[config.mk]
export PLATFORM = sky130hd
export DESIGN_NAME = permutation_keystream_cipher
export DESIGN_NICKNAME = d
export VERILOG_FILES = /design/src/pkc_pkg.sv /design/src/pkc_ram.sv /design/src/pkc_seq.sv /design/src/permutation_keystream_cipher.sv
export SDC_FILE = /design/constraint.sdc
export NUM_CORES = 2
export LEC_CHECK = 0
export ABC_AREA = 0
export BUFFER_PORTS_ARGS = -buffer_cell sky130_fd_sc_hd__buf_4
export CAP_MARGIN = 20
export CORE_ASPECT_RATIO = 1.4
export CORE_MARGIN = 8
export CORE_UTILIZATION = 26
export CTS_BUF_LIST = sky130_fd_sc_hd__clkbuf_4 sky130_fd_sc_hd__clkbuf_8
export DETAILED_ROUTE_END_ITERATION = 10
export PLACE_DENSITY = 0.51
export SLEW_MARGIN = 20
export SYNTH_ARGS = -nofsm -noshare
export SYNTH_HDL_FRONTEND = slang
export SYNTH_SLANG_ARGS = --single-unit
export TNS_END_PERCENT = 5
[constraint.sdc]
create_clock -name clock -period 4.6 [get_ports clock]
set_input_delay 0.23 -clock clock [delete_from_list [all_inputs] [get_ports clock]]
set_output_delay 0.23 -clock clock [all_outputs]
set_load 0.02 [all_outputs]
[src/pkc_pkg.sv]
`timescale 1ns / 1ps
// Package for the permutation keystream cipher.
// Request/response payload types, opcodes, widths and sequencer control struct.
// No dependencies.
package pkc_pkg;

   localparam int STATE_BYTES_DEF = 64;
   localparam int PERM_DEPTH      = 64;
   localparam int PERM_AW         = 6;
   localparam int PASS_BYTES      = 32;
   localparam int PASS_AW         = 5;
   localparam int BLOCK_BYTES     = 8;
   localparam int BLOCK_AW        = 3;
   localparam int CSR_WORDS       = 4;
   localparam int CSR_WORD_AW     = 2;
   localparam int CSR_IDX_W       = 3;
   localparam int CSR_W           = 64;

   // pipeline depth after issue, mix and compose passes
   localparam int MIX_LAT  = 2;
   localparam int COMP_LAT = 3;

   localparam logic [1:0] OP_LOAD_KEY = 2'd0;
   localparam logic [1:0] OP_LOAD_X   = 2'd1;
   localparam logic [1:0] OP_LOAD_Y   = 2'd2;
   localparam logic [1:0] OP_BLOCK    = 2'd3;

   typedef struct packed {
      logic [1:0]  opcode;
      logic [5:0]  entry_index;
      logic [7:0]  entry_value;
      logic [63:0] data_block;
      logic [3:0]  byte_count;
   } req_type;

   typedef struct packed {
      logic [63:0] cipher_block;
      logic [3:0]  valid_bytes;
   } rsp_type;

   typedef logic [PASS_BYTES-1:0][7:0] pass_type;

   typedef struct packed {
      logic               mix_issue;
      logic               comp_issue;
      logic [PERM_AW-1:0] idx;
      logic               mix_end;
      logic               comp_end;
      logic               finish;
   } seq_type;

endpackage

[src/pkc_ram.sv]
`timescale 1ns / 1ps
// Generic single-port-write, single-port-read RAM with registered read data.
// No dependencies.
module pkc_ram #(
   parameter int WIDTH = 8,
   parameter int DEPTH = 64,
   localparam int AW = $clog2(DEPTH)
) (
   input  logic             clock,
   input  logic             wr_en,
   input  logic [AW-1:0]    wr_addr,
   input  logic [WIDTH-1:0] wr_data,
   input  logic [AW-1:0]    rd_addr,
   output logic [WIDTH-1:0] rd_data
);

   logic [WIDTH-1:0] mem_ff [DEPTH];
   logic [WIDTH-1:0] rd_data_ff;

   always_ff @(posedge clock) begin
      if (wr_en) begin
         mem_ff[wr_addr] <= wr_data;
      end
      rd_data_ff <= mem_ff[rd_addr];
   end

   assign rd_data = rd_data_ff;

endmodule

[src/pkc_seq.sv]
`timescale 1ns / 1ps
// Sequencer for one block request: mix pass, compose pass, result hand-off.
// Depends on pkc_pkg.
module pkc_seq import pkc_pkg::*; #(
   parameter int STATE_BYTES = STATE_BYTES_DEF
) (
   input  logic    clock,
   input  logic    reset,
   input  logic    start,
   input  logic    rsp_free,
   output logic    idle,
   output seq_type ctl
);

   localparam int CNT_W = $clog2(STATE_BYTES + COMP_LAT);
   localparam logic [CNT_W-1:0] ISSUE_LIM = CNT_W'(STATE_BYTES);
   localparam logic [CNT_W-1:0] MIX_LAST  = CNT_W'(STATE_BYTES - 1 + MIX_LAT);
   localparam logic [CNT_W-1:0] COMP_LAST = CNT_W'(STATE_BYTES - 1 + COMP_LAT);

   localparam logic [1:0] ST_IDLE = 2'd0;
   localparam logic [1:0] ST_MIX  = 2'd1;
   localparam logic [1:0] ST_COMP = 2'd2;
   localparam logic [1:0] ST_DONE = 2'd3;

   logic [1:0]       state_ff, state_in;
   logic [CNT_W-1:0] cnt_ff, cnt_in;

   always_comb begin
      state_in       = state_ff;
      cnt_in         = cnt_ff;
      ctl            = '0;
      ctl.idx        = cnt_ff[PERM_AW-1:0];
      unique case (state_ff)
         ST_IDLE: begin
            cnt_in = '0;
            if (start) begin
               state_in = ST_MIX;
            end
         end
         ST_MIX: begin
            ctl.mix_issue = (cnt_ff < ISSUE_LIM);
            cnt_in        = cnt_ff + 1'b1;
            if (cnt_ff == MIX_LAST) begin
               ctl.mix_end = 1'b1;
               cnt_in      = '0;
               state_in    = ST_COMP;
            end
         end
         ST_COMP: begin
            ctl.comp_issue = (cnt_ff < ISSUE_LIM);
            cnt_in         = cnt_ff + 1'b1;
            if (cnt_ff == COMP_LAST) begin
               ctl.comp_end = 1'b1;
               cnt_in       = '0;
               state_in     = ST_DONE;
            end
         end
         ST_DONE: begin
            if (rsp_free) begin
               ctl.finish = 1'b1;
               state_in   = ST_IDLE;
            end
         end
         default: begin
            state_in = ST_IDLE;
         end
      endcase
   end

   always_ff @(posedge clock) begin
      if (reset) begin
         state_ff <= ST_IDLE;
         cnt_ff   <= '0;
      end else begin
         state_ff <= state_in;
         cnt_ff   <= cnt_in;
      end
   end

   assign idle = (state_ff == ST_IDLE);

endmodule

[src/permutation_keystream_cipher.sv]
`timescale 1ns / 1ps
// Top level of the permutation keystream cipher: memories and mix/compose datapath.
// Depends on pkc_pkg, pkc_ram and pkc_seq.
//
//   channel | ports                          | direction | payload
//   --------+--------------------------------+-----------+---------
//   request | req_valid / req_ready          | in        | req_type
//   result  | rsp_valid / rsp_ready          | out       | rsp_type
//   config  | csr_wr_en, csr_index, csr_wdata| in        | 64-bit word
//
// Loads are taken whenever the block is idle.
// A block request passes one state byte per cycle through the mix pipeline,
// then one permutation entry per cycle through the three chained table reads
// of the compose pipeline.
// Reset clears the state (valid bits), password and control; tables start undefined.
// A result held by rsp_ready low stalls only the end of the next block.
module permutation_keystream_cipher import pkc_pkg::*; #(
   parameter int STATE_BYTES = STATE_BYTES_DEF
) (
   input  logic                 clock,
   input  logic                 reset,
   input  logic                 req_valid,
   output logic                 req_ready,
   input  req_type              req_payload,
   output logic                 rsp_valid,
   input  logic                 rsp_ready,
   output rsp_type              rsp_payload,
   input  logic                 csr_wr_en,
   input  logic [CSR_IDX_W-1:0] csr_index,
   input  logic [CSR_W-1:0]     csr_wdata
);

   localparam int SIDX_W = $clog2(STATE_BYTES);
   localparam int SDEPTH = 1 << SIDX_W;
   localparam int SAW    = SIDX_W + 1;
   localparam int CMP_W  = PERM_AW + 1;
   localparam logic [CMP_W-1:0] SB_LIM    = CMP_W'(STATE_BYTES);
   localparam logic [CMP_W-1:0] PASS_LIM  = CMP_W'(PASS_BYTES);
   localparam logic [CMP_W-1:0] BLOCK_LIM = CMP_W'(BLOCK_BYTES);
   localparam logic [CSR_IDX_W-1:0] CSR_LIM = CSR_IDX_W'(CSR_WORDS);

   function automatic logic [7:0] pass_sel(input logic [PERM_AW-1:0] j, input pass_type p);
      if ({1'b0, j} < PASS_LIM) begin
         return p[j[PASS_AW-1:0]];
      end
      return 8'h00;
   endfunction

   // control
   seq_type ctl;
   logic    idle, req_fire, start, load_ok, key_load, x_load, y_load, rsp_free;

   // password
   logic [CSR_WORDS-1:0][CSR_W-1:0] pw_ff;
   pass_type                        pass_bytes;

   // bank selects and state valid bits
   logic              sbank_ff, sbank_in;
   logic              ybank_ff, ybank_in;
   logic [SDEPTH-1:0] valid_ff, valid_in;

   // request data of the block in flight
   logic [63:0]          data_ff;
   logic [3:0]           cnt_ff;
   logic [BLOCK_BYTES-1:0][7:0] ks_ff;

   // mix pipeline
   logic               m1_v_ff, m2_v_ff;
   logic [PERM_AW-1:0] m1_idx_ff, m2_idx_ff, m2_y_ff;
   logic               m2_okb_ff, m2_va_ff, m2_vb_ff;
   logic [7:0]         byte_a, byte_b, mix_byte;

   // compose pipeline
   logic               c1_v_ff, c2_v_ff, c3_v_ff;
   logic [PERM_AW-1:0] c1_idx_ff, c2_idx_ff, c3_idx_ff;

   // memory ports
   logic               st_we;
   logic [SAW-1:0]     st_waddr, st_raddr_a, st_raddr_b;
   logic [7:0]         st_wdata, st_rdata_a, st_rdata_b;
   logic               y_we;
   logic [PERM_AW:0]   y_waddr, y_raddr;
   logic [PERM_AW-1:0] y_wdata, y_rdata;
   logic               x_we;
   logic [PERM_AW-1:0] x_waddr, x_wdata, x_raddr, x_rdata;
   logic [PERM_AW-1:0] xi_waddr, xi_wdata, xi_raddr, xi_rdata;

   // result
   logic    rsp_valid_ff, rsp_valid_in;
   rsp_type rsp_ff;

   pkc_seq #(.STATE_BYTES(STATE_BYTES)) u_seq (
      .clock    (clock),
      .reset    (reset),
      .start    (start),
      .rsp_free (rsp_free),
      .idle     (idle),
      .ctl      (ctl)
   );

   assign req_ready  = idle;
   assign req_fire   = req_valid & req_ready;
   assign start      = req_fire && (req_payload.opcode == OP_BLOCK);
   assign load_ok    = req_fire && ({1'b0, req_payload.entry_index} < SB_LIM);
   assign key_load   = load_ok && (req_payload.opcode == OP_LOAD_KEY);
   assign x_load     = load_ok && (req_payload.opcode == OP_LOAD_X);
   assign y_load     = load_ok && (req_payload.opcode == OP_LOAD_Y);
   assign rsp_free   = !rsp_valid_ff || rsp_ready;
   assign pass_bytes = pw_ff;

   // state bytes: two copies so the mix pass can read two bytes per cycle
   always_comb begin
      if (key_load) begin
         st_we    = 1'b1;
         st_waddr = {sbank_ff, req_payload.entry_index[SIDX_W-1:0]};
         st_wdata = req_payload.entry_value;
      end else begin
         st_we    = m2_v_ff;
         st_waddr = {~sbank_ff, m2_idx_ff[SIDX_W-1:0]};
         st_wdata = mix_byte;
      end
   end

   assign st_raddr_a = {sbank_ff, m1_idx_ff[SIDX_W-1:0]};
   assign st_raddr_b = {sbank_ff, y_rdata[SIDX_W-1:0]};

   pkc_ram #(.WIDTH(8), .DEPTH(2 * SDEPTH)) u_state_a (
      .clock   (clock),
      .wr_en   (st_we),
      .wr_addr (st_waddr),
      .wr_data (st_wdata),
      .rd_addr (st_raddr_a),
      .rd_data (st_rdata_a)
   );

   pkc_ram #(.WIDTH(8), .DEPTH(2 * SDEPTH)) u_state_b (
      .clock   (clock),
      .wr_en   (st_we),
      .wr_addr (st_waddr),
      .wr_data (st_wdata),
      .rd_addr (st_raddr_b),
      .rd_data (st_rdata_b)
   );

   // inner permutation, two banks: compose writes the idle bank
   always_comb begin
      if (y_load) begin
         y_we    = 1'b1;
         y_waddr = {ybank_ff, req_payload.entry_index};
         y_wdata = req_payload.entry_value[PERM_AW-1:0];
      end else begin
         y_we    = c3_v_ff;
         y_waddr = {~ybank_ff, c3_idx_ff};
         y_wdata = x_rdata;
      end
      if (c1_v_ff) begin
         y_raddr = {ybank_ff, xi_rdata};
      end else begin
         y_raddr = {ybank_ff, ctl.idx};
      end
   end

   pkc_ram #(.WIDTH(PERM_AW), .DEPTH(2 * PERM_DEPTH)) u_inner (
      .clock   (clock),
      .wr_en   (y_we),
      .wr_addr (y_waddr),
      .wr_data (y_wdata),
      .rd_addr (y_raddr),
      .rd_data (y_rdata)
   );

   assign x_we     = x_load;
   assign x_waddr  = req_payload.entry_index;
   assign x_wdata  = req_payload.entry_value[PERM_AW-1:0];
   assign x_raddr  = y_rdata;
   assign xi_waddr = req_payload.entry_value[PERM_AW-1:0];
   assign xi_wdata = req_payload.entry_index;
   assign xi_raddr = ctl.idx;

   pkc_ram #(.WIDTH(PERM_AW), .DEPTH(PERM_DEPTH)) u_outer (
      .clock   (clock),
      .wr_en   (x_we),
      .wr_addr (x_waddr),
      .wr_data (x_wdata),
      .rd_addr (x_raddr),
      .rd_data (x_rdata)
   );

   pkc_ram #(.WIDTH(PERM_AW), .DEPTH(PERM_DEPTH)) u_outer_inv (
      .clock   (clock),
      .wr_en   (x_we),
      .wr_addr (xi_waddr),
      .wr_data (xi_wdata),
      .rd_addr (xi_raddr),
      .rd_data (xi_rdata)
   );

   // mix stage 2: old byte is stored byte (zero if never loaded) XOR password
   always_comb begin
      byte_a = (m2_va_ff ? st_rdata_a : 8'h00) ^ pass_sel(m2_idx_ff, pass_bytes);
      if (m2_okb_ff) begin
         byte_b = (m2_vb_ff ? st_rdata_b : 8'h00) ^ pass_sel(m2_y_ff, pass_bytes);
      end else begin
         byte_b = 8'h00;
      end
      mix_byte = byte_a ^ byte_b;
   end

   always_comb begin
      sbank_in = sbank_ff;
      ybank_in = ybank_ff;
      valid_in = valid_ff;
      if (key_load) begin
         valid_in[req_payload.entry_index[SIDX_W-1:0]] = 1'b1;
      end
      if (ctl.mix_end) begin
         sbank_in = ~sbank_ff;
         valid_in = '1;
      end
      if (ctl.comp_end) begin
         ybank_in = ~ybank_ff;
      end
   end

   always_comb begin
      rsp_valid_in = rsp_valid_ff;
      if (ctl.finish) begin
         rsp_valid_in = 1'b1;
      end else if (rsp_ready) begin
         rsp_valid_in = 1'b0;
      end
   end

   always_ff @(posedge clock) begin
      if (reset) begin
         pw_ff        <= '0;
         sbank_ff     <= 1'b0;
         ybank_ff     <= 1'b0;
         valid_ff     <= '0;
         m1_v_ff      <= 1'b0;
         m2_v_ff      <= 1'b0;
         c1_v_ff      <= 1'b0;
         c2_v_ff      <= 1'b0;
         c3_v_ff      <= 1'b0;
         rsp_valid_ff <= 1'b0;
      end else begin
         if (csr_wr_en && (csr_index < CSR_LIM)) begin
            pw_ff[csr_index[CSR_WORD_AW-1:0]] <= csr_wdata;
         end
         sbank_ff     <= sbank_in;
         ybank_ff     <= ybank_in;
         valid_ff     <= valid_in;
         m1_v_ff      <= ctl.mix_issue;
         m2_v_ff      <= m1_v_ff;
         c1_v_ff      <= ctl.comp_issue;
         c2_v_ff      <= c1_v_ff;
         c3_v_ff      <= c2_v_ff;
         rsp_valid_ff <= rsp_valid_in;
      end
   end

   always_ff @(posedge clock) begin
      if (start) begin
         data_ff <= req_payload.data_block;
         cnt_ff  <= req_payload.byte_count;
      end
      m1_idx_ff <= ctl.idx;
      m2_idx_ff <= m1_idx_ff;
      m2_y_ff   <= y_rdata;
      m2_okb_ff <= ({1'b0, y_rdata} < SB_LIM);
      m2_va_ff  <= valid_ff[m1_idx_ff[SIDX_W-1:0]];
      m2_vb_ff  <= valid_ff[y_rdata[SIDX_W-1:0]];
      c1_idx_ff <= ctl.idx;
      c2_idx_ff <= c1_idx_ff;
      c3_idx_ff <= c2_idx_ff;
      if (m2_v_ff && ({1'b0, m2_idx_ff} < BLOCK_LIM)) begin
         ks_ff[m2_idx_ff[BLOCK_AW-1:0]] <= mix_byte;
      end
      if (ctl.finish) begin
         rsp_ff.cipher_block <= data_ff ^ ks_ff;
         rsp_ff.valid_bytes  <= cnt_ff;
      end
   end

   assign rsp_valid   = rsp_valid_ff;
   assign rsp_payload = rsp_ff;

endmodule
==> results.py <==
metrics = {
    "sta": {
        "setup_tns_ns": 0,
        "setup_slack_ns": 0.589,
        "period_share_pct": 87.2,
        "tightest_slew_ns": 1.17,
        "clock.fmax_ghz": 0.249,
        "setup_viol": 0,
        "period_minus_slack_ns": 4.01,
        "fin_skew_ns": 0.0725,
        "drv_slew": 0,
        "rsz0062_at_grt": "no",
        "hold_viol": 0,
        "slew-limit-headroom_pct": 21.8,
    },
    "pwr": {
        "p_switching_mw": 21.5,
        "p_seq_share_pct": 45.9,
        "total_power_mw": 74.9,
        "p_leak_nw": 49.1,
        "internal_power_mw": 53.4,
        "power_density_nw_per_um2": 472,
        "power_frac_comb_pct": 19.8,
        "pwr-share-clk_pct": 34.3,
        "vdd_drop_max_uv": 352,
        "switching_share_pct": 28.7,
    },
    "worst_setup_path": {
        "r2r_cells": 9,
        "rr_endpoint": "u_inner.mem_ff[57][3]$_DFFE_PP_",
        "critPathMaxFanout": 15,
        "worstSetupPathType": "reg -> reg",
        "end_kind": "flop",
        "cp_num_cells": 9,
        "r2r_setup_slack_ns": 0.59,
        "cp-start-kind": "flop",
        "timing.rr.start": "u_seq.state_ff[0]$_SDFFE_PP0P_",
        "slowest_stage": "o21ai_0",
        "critPathTopFamily": "simple AND/OR/NAND/NOR gates",
        "cp.arrival_ns": 4.76,
        "timing.critical_path.buf_inv": 2,
        "path_cells": "inv_1 -> ha_1 -> nand2_1 -> nor3_2 -> buf_4 -> nand2_1 -> o21ai_0 -> nand2_1 -> nor2_1",
        "crit_required_ns": 5.35,
        "crit_top_cell": "nand2_1",
        "cp_slowest_stage_delay_ns": 0.79,
    },
    "grt": {
        "grt_overflow": 0,
        "antenna_found_initial": 32,
        "grt_util_met3_pct": 2.63,
        "track_usage_pct": 15.1,
        "grt_pass1_wl_mm": 596,
        "grt_max_degree": 104,
        "busiest_layer": "met2",
        "grt_pass1_vias": 81900,
        "met1_usage_pct": 17.3,
        "use_met2_pct": 27.4,
    },
    "drt": {
        "drt-initial-drc-count": 7120,
        "routedWlPerCell_microns": 26.5,
        "postRouteAntennaNets": 0,
        "vias": 77700,
        "routed_wirelength_mm": 419,
        "avgViaCountPerCell": 4.92,
        "firstDrtPassIters": 8,
        "drc": 0,
    },
    "logic_synthesis": {
        "yosys-top-cells-count": "edfxtp_1, mux4_2, nand2_1",
        "synth_area_per_cell_sq_um": 17.3,
        "ys_seq_elements": 3157,
        "syn_area_sq_um": 133000,
        "ys_seq_area_share_pct": 68.4,
        "syn_inst": 7673,
        "yosysWarnings": 0,
        "synth_top_area_share_pct": 62.4,
        "synth_edf_count": 2760,
        "synth.distinct_cells": 57,
        "synthFlopType": "edfxtp_1",
        "netlist_top_cells_area": "edfxtp_1, mux4_2, dfxtp_1",
        "async_reset_ff_share_pct": 0,
        "synth_area_leader_cell": "edfxtp_1",
        "synth_nets": 7838,
        "synth_most_common_cell": "edfxtp_1",
    },
    "layout": {
        "drive_above_1_share_pct": 30.1,
        "fin_util_pct": 31.2,
        "final_nets": 8784,
        "synthToLayoutAreaGrowth_pct": 19.4,
        "fin_cells": 15800,
    },
    "die": {
        "initial_core_util_pct": 26.1,
        "die_y_microns": 862,
        "io_pins": 226,
        "die_x_microns": 620,
        "rows": 310,
        "core-area_sq_um": 509000,
        "die-area_sq_um": 534000,
    },
    "status": {
        "status": "complete, no violations",
    },
    "clock_tree": {
        "clk_path_buf_depth": 4,
        "h-tree-depth": 6,
        "cts_inserted_buffers": 552,
        "cts_sinks": 3157,
        "clk_pin_slew_ns": 0.06,
        "cts_tree": "done",
        "cts_resized": 0,
        "cts-root-buf": "clkbuf_8",
        "clkLatencyLatePin_ns": 1.17,
    },
    "flow_run": {
        "max-cap-violations": 0,
    },
    "placement": {
        "routabilityCongestion": 0.872,
        "dp_cells": 14500,
        "dp_hpwl_mm": 275,
        "place_ws_ns": 0.592,
        "port_buffers": 225,
    },
    "hold_path": {
        "hp-class": "in -> reg",
        "min_path_cells": 2,
        "hold_start": "req_payload[74]",
        "holdPathEnd": "u_state_a.mem_ff[118][6]$_DFFE_PP_",
    },
}
## flip-flops by register name (all words and copies together) (netlist names), 7 cells and up
| signal | count |
|---|---|
| pass_bytes | 256 |
| valid_ff | 64 |
| u_state_a.mem_ff | 288 |
| u_inner.mem_ff | 768 |
| u_state_b.rd_data | 8 |
| u_outer_inv.mem_ff | 384 |
| data_ff | 64 |
| u_seq.cnt_ff | 7 |
| u_state_b.mem_ff | 736 |
| u_outer.mem_ff | 384 |
| rsp_payload | 68 |
| ks_ff | 64 |
| u_state_a.rd_data | 8 |
## logic make-up after synthesis
logic type / synth area share, %
AOI/OAI and AO/OA: 3.30
and+or+nand+nor: 5.70
buffers and inverters: 1.68
DFF: 68.4
xor gates and xnor gates: 0.626
muxes: 20.3
adders and majority gates: 0.0848
## what timing repair did
action / 4_1_cts / 5_1_grt
endpoints found under the setup margin: 0 / 0
hold buffers: 303 / 0
endpoints found under the hold margin: 1355 / 0
buffers inserted: 0 / 0
## worst reg2reg max path, stage by stage, from the launching register on
cell,delay [ns]
dfxtp_1,0.36
inv_1,0.13
ha_1,0.35
nand2_1,0.18
nor3_2,0.39
buf_4,0.30
nand2_1,0.07
o21ai_0,0.79
nand2_1,0.46
nor2_1,0.60
## per-layer routing
metal | vias up | routed length [microns] | part of all wire (%)
met4 | 18 | 21500 | 5.1
li1 | 32700 | - | -
met3 | 915 | 25500 | 6.1
met1 | 40900 | 153000 | 37
met5 | - | 116 | 0.028
met2 | 3165 | 218000 | 52
## power groups by stage
stage / combinational, mW / clock, mW / sequential, mW
global route: 15.5 / 27.5 / 34.4
floorplan: 8.62 / 0 / 34.7
finish: 14.8 / 25.7 / 34.3
global placement: 14.6 / 0 / 34.9
CTS: 15.0 / 26.3 / 34.3
detailed placement: 14.8 / 0 / 34.9
## cell usage in the layout (no fill, tap or decap), drive strengths merged, types with 18 or more instances in the layout
master	count
edfxtp	2760
mux4	1113
nand2	1054
clkbuf	746
buf	611
nor2	462
a21oi	428
dfxtp	397
dlygate4sd3	303
clkinv	186
nand3	168
mux2i	130
xor2	68
o21ai	63
o22ai	50
a22oi	48
mux2	48
nand4	41
inv	34
a31oi	29
xnor2	27
o21a	22
and3	20
a32oi	19
clkinvlp	18
## through the flow
stage,hold WS (ns),cell area [sq um]
2_1_floorplan,0.326,133000
3_3_place_gp,0.406,145000
3_5_place_dp,0.410,145000
4_1_cts,0.00177,159000
5_1_grt,0.0167,159000
6_report,0.0692,159000
## worst max path at each step
stage	from	endpoint	slack (ns)
2_1_floorplan	u_seq.state_ff[0]$_SDFFE_PP0P_	u_seq.state_ff[1]$_SDFFE_PP0P_	0.07
3_3_place_gp	u_seq.state_ff[0]$_SDFFE_PP0P_	u_inner.mem_ff[53][5]$_DFFE_PP_	0.64
3_5_place_dp	c2_idx_ff[1]$_DFF_P_	u_state_b.mem_ff[97][2]$_DFFE_PP_	0.59
4_1_cts	c2_idx_ff[1]$_DFF_P_	u_state_b.mem_ff[80][2]$_DFFE_PP_	0.56
5_1_grt	c2_idx_ff[1]$_DFF_P_	u_state_a.mem_ff[108][5]$_DFFE_PP_	0.44
6_report	u_seq.state_ff[0]$_SDFFE_PP0P_	u_inner.mem_ff[57][3]$_DFFE_PP_	0.59
## cell type report
class / instances / area, sq um
Fill cell: 49500 / 350000
Sequential cell: 3157 / 90900
Multi-Input combinational cell: 3983 / 40200
Clock buffer: 746 / 9240
Tap cell: 6708 / 8390
Timing Repair Buffer: 914 / 8220
Clock inverter: 240 / 1630
Antenna cell: 17 / 42.5
Inverter: 11 / 41.3
(Power assumes the default switching activity.)
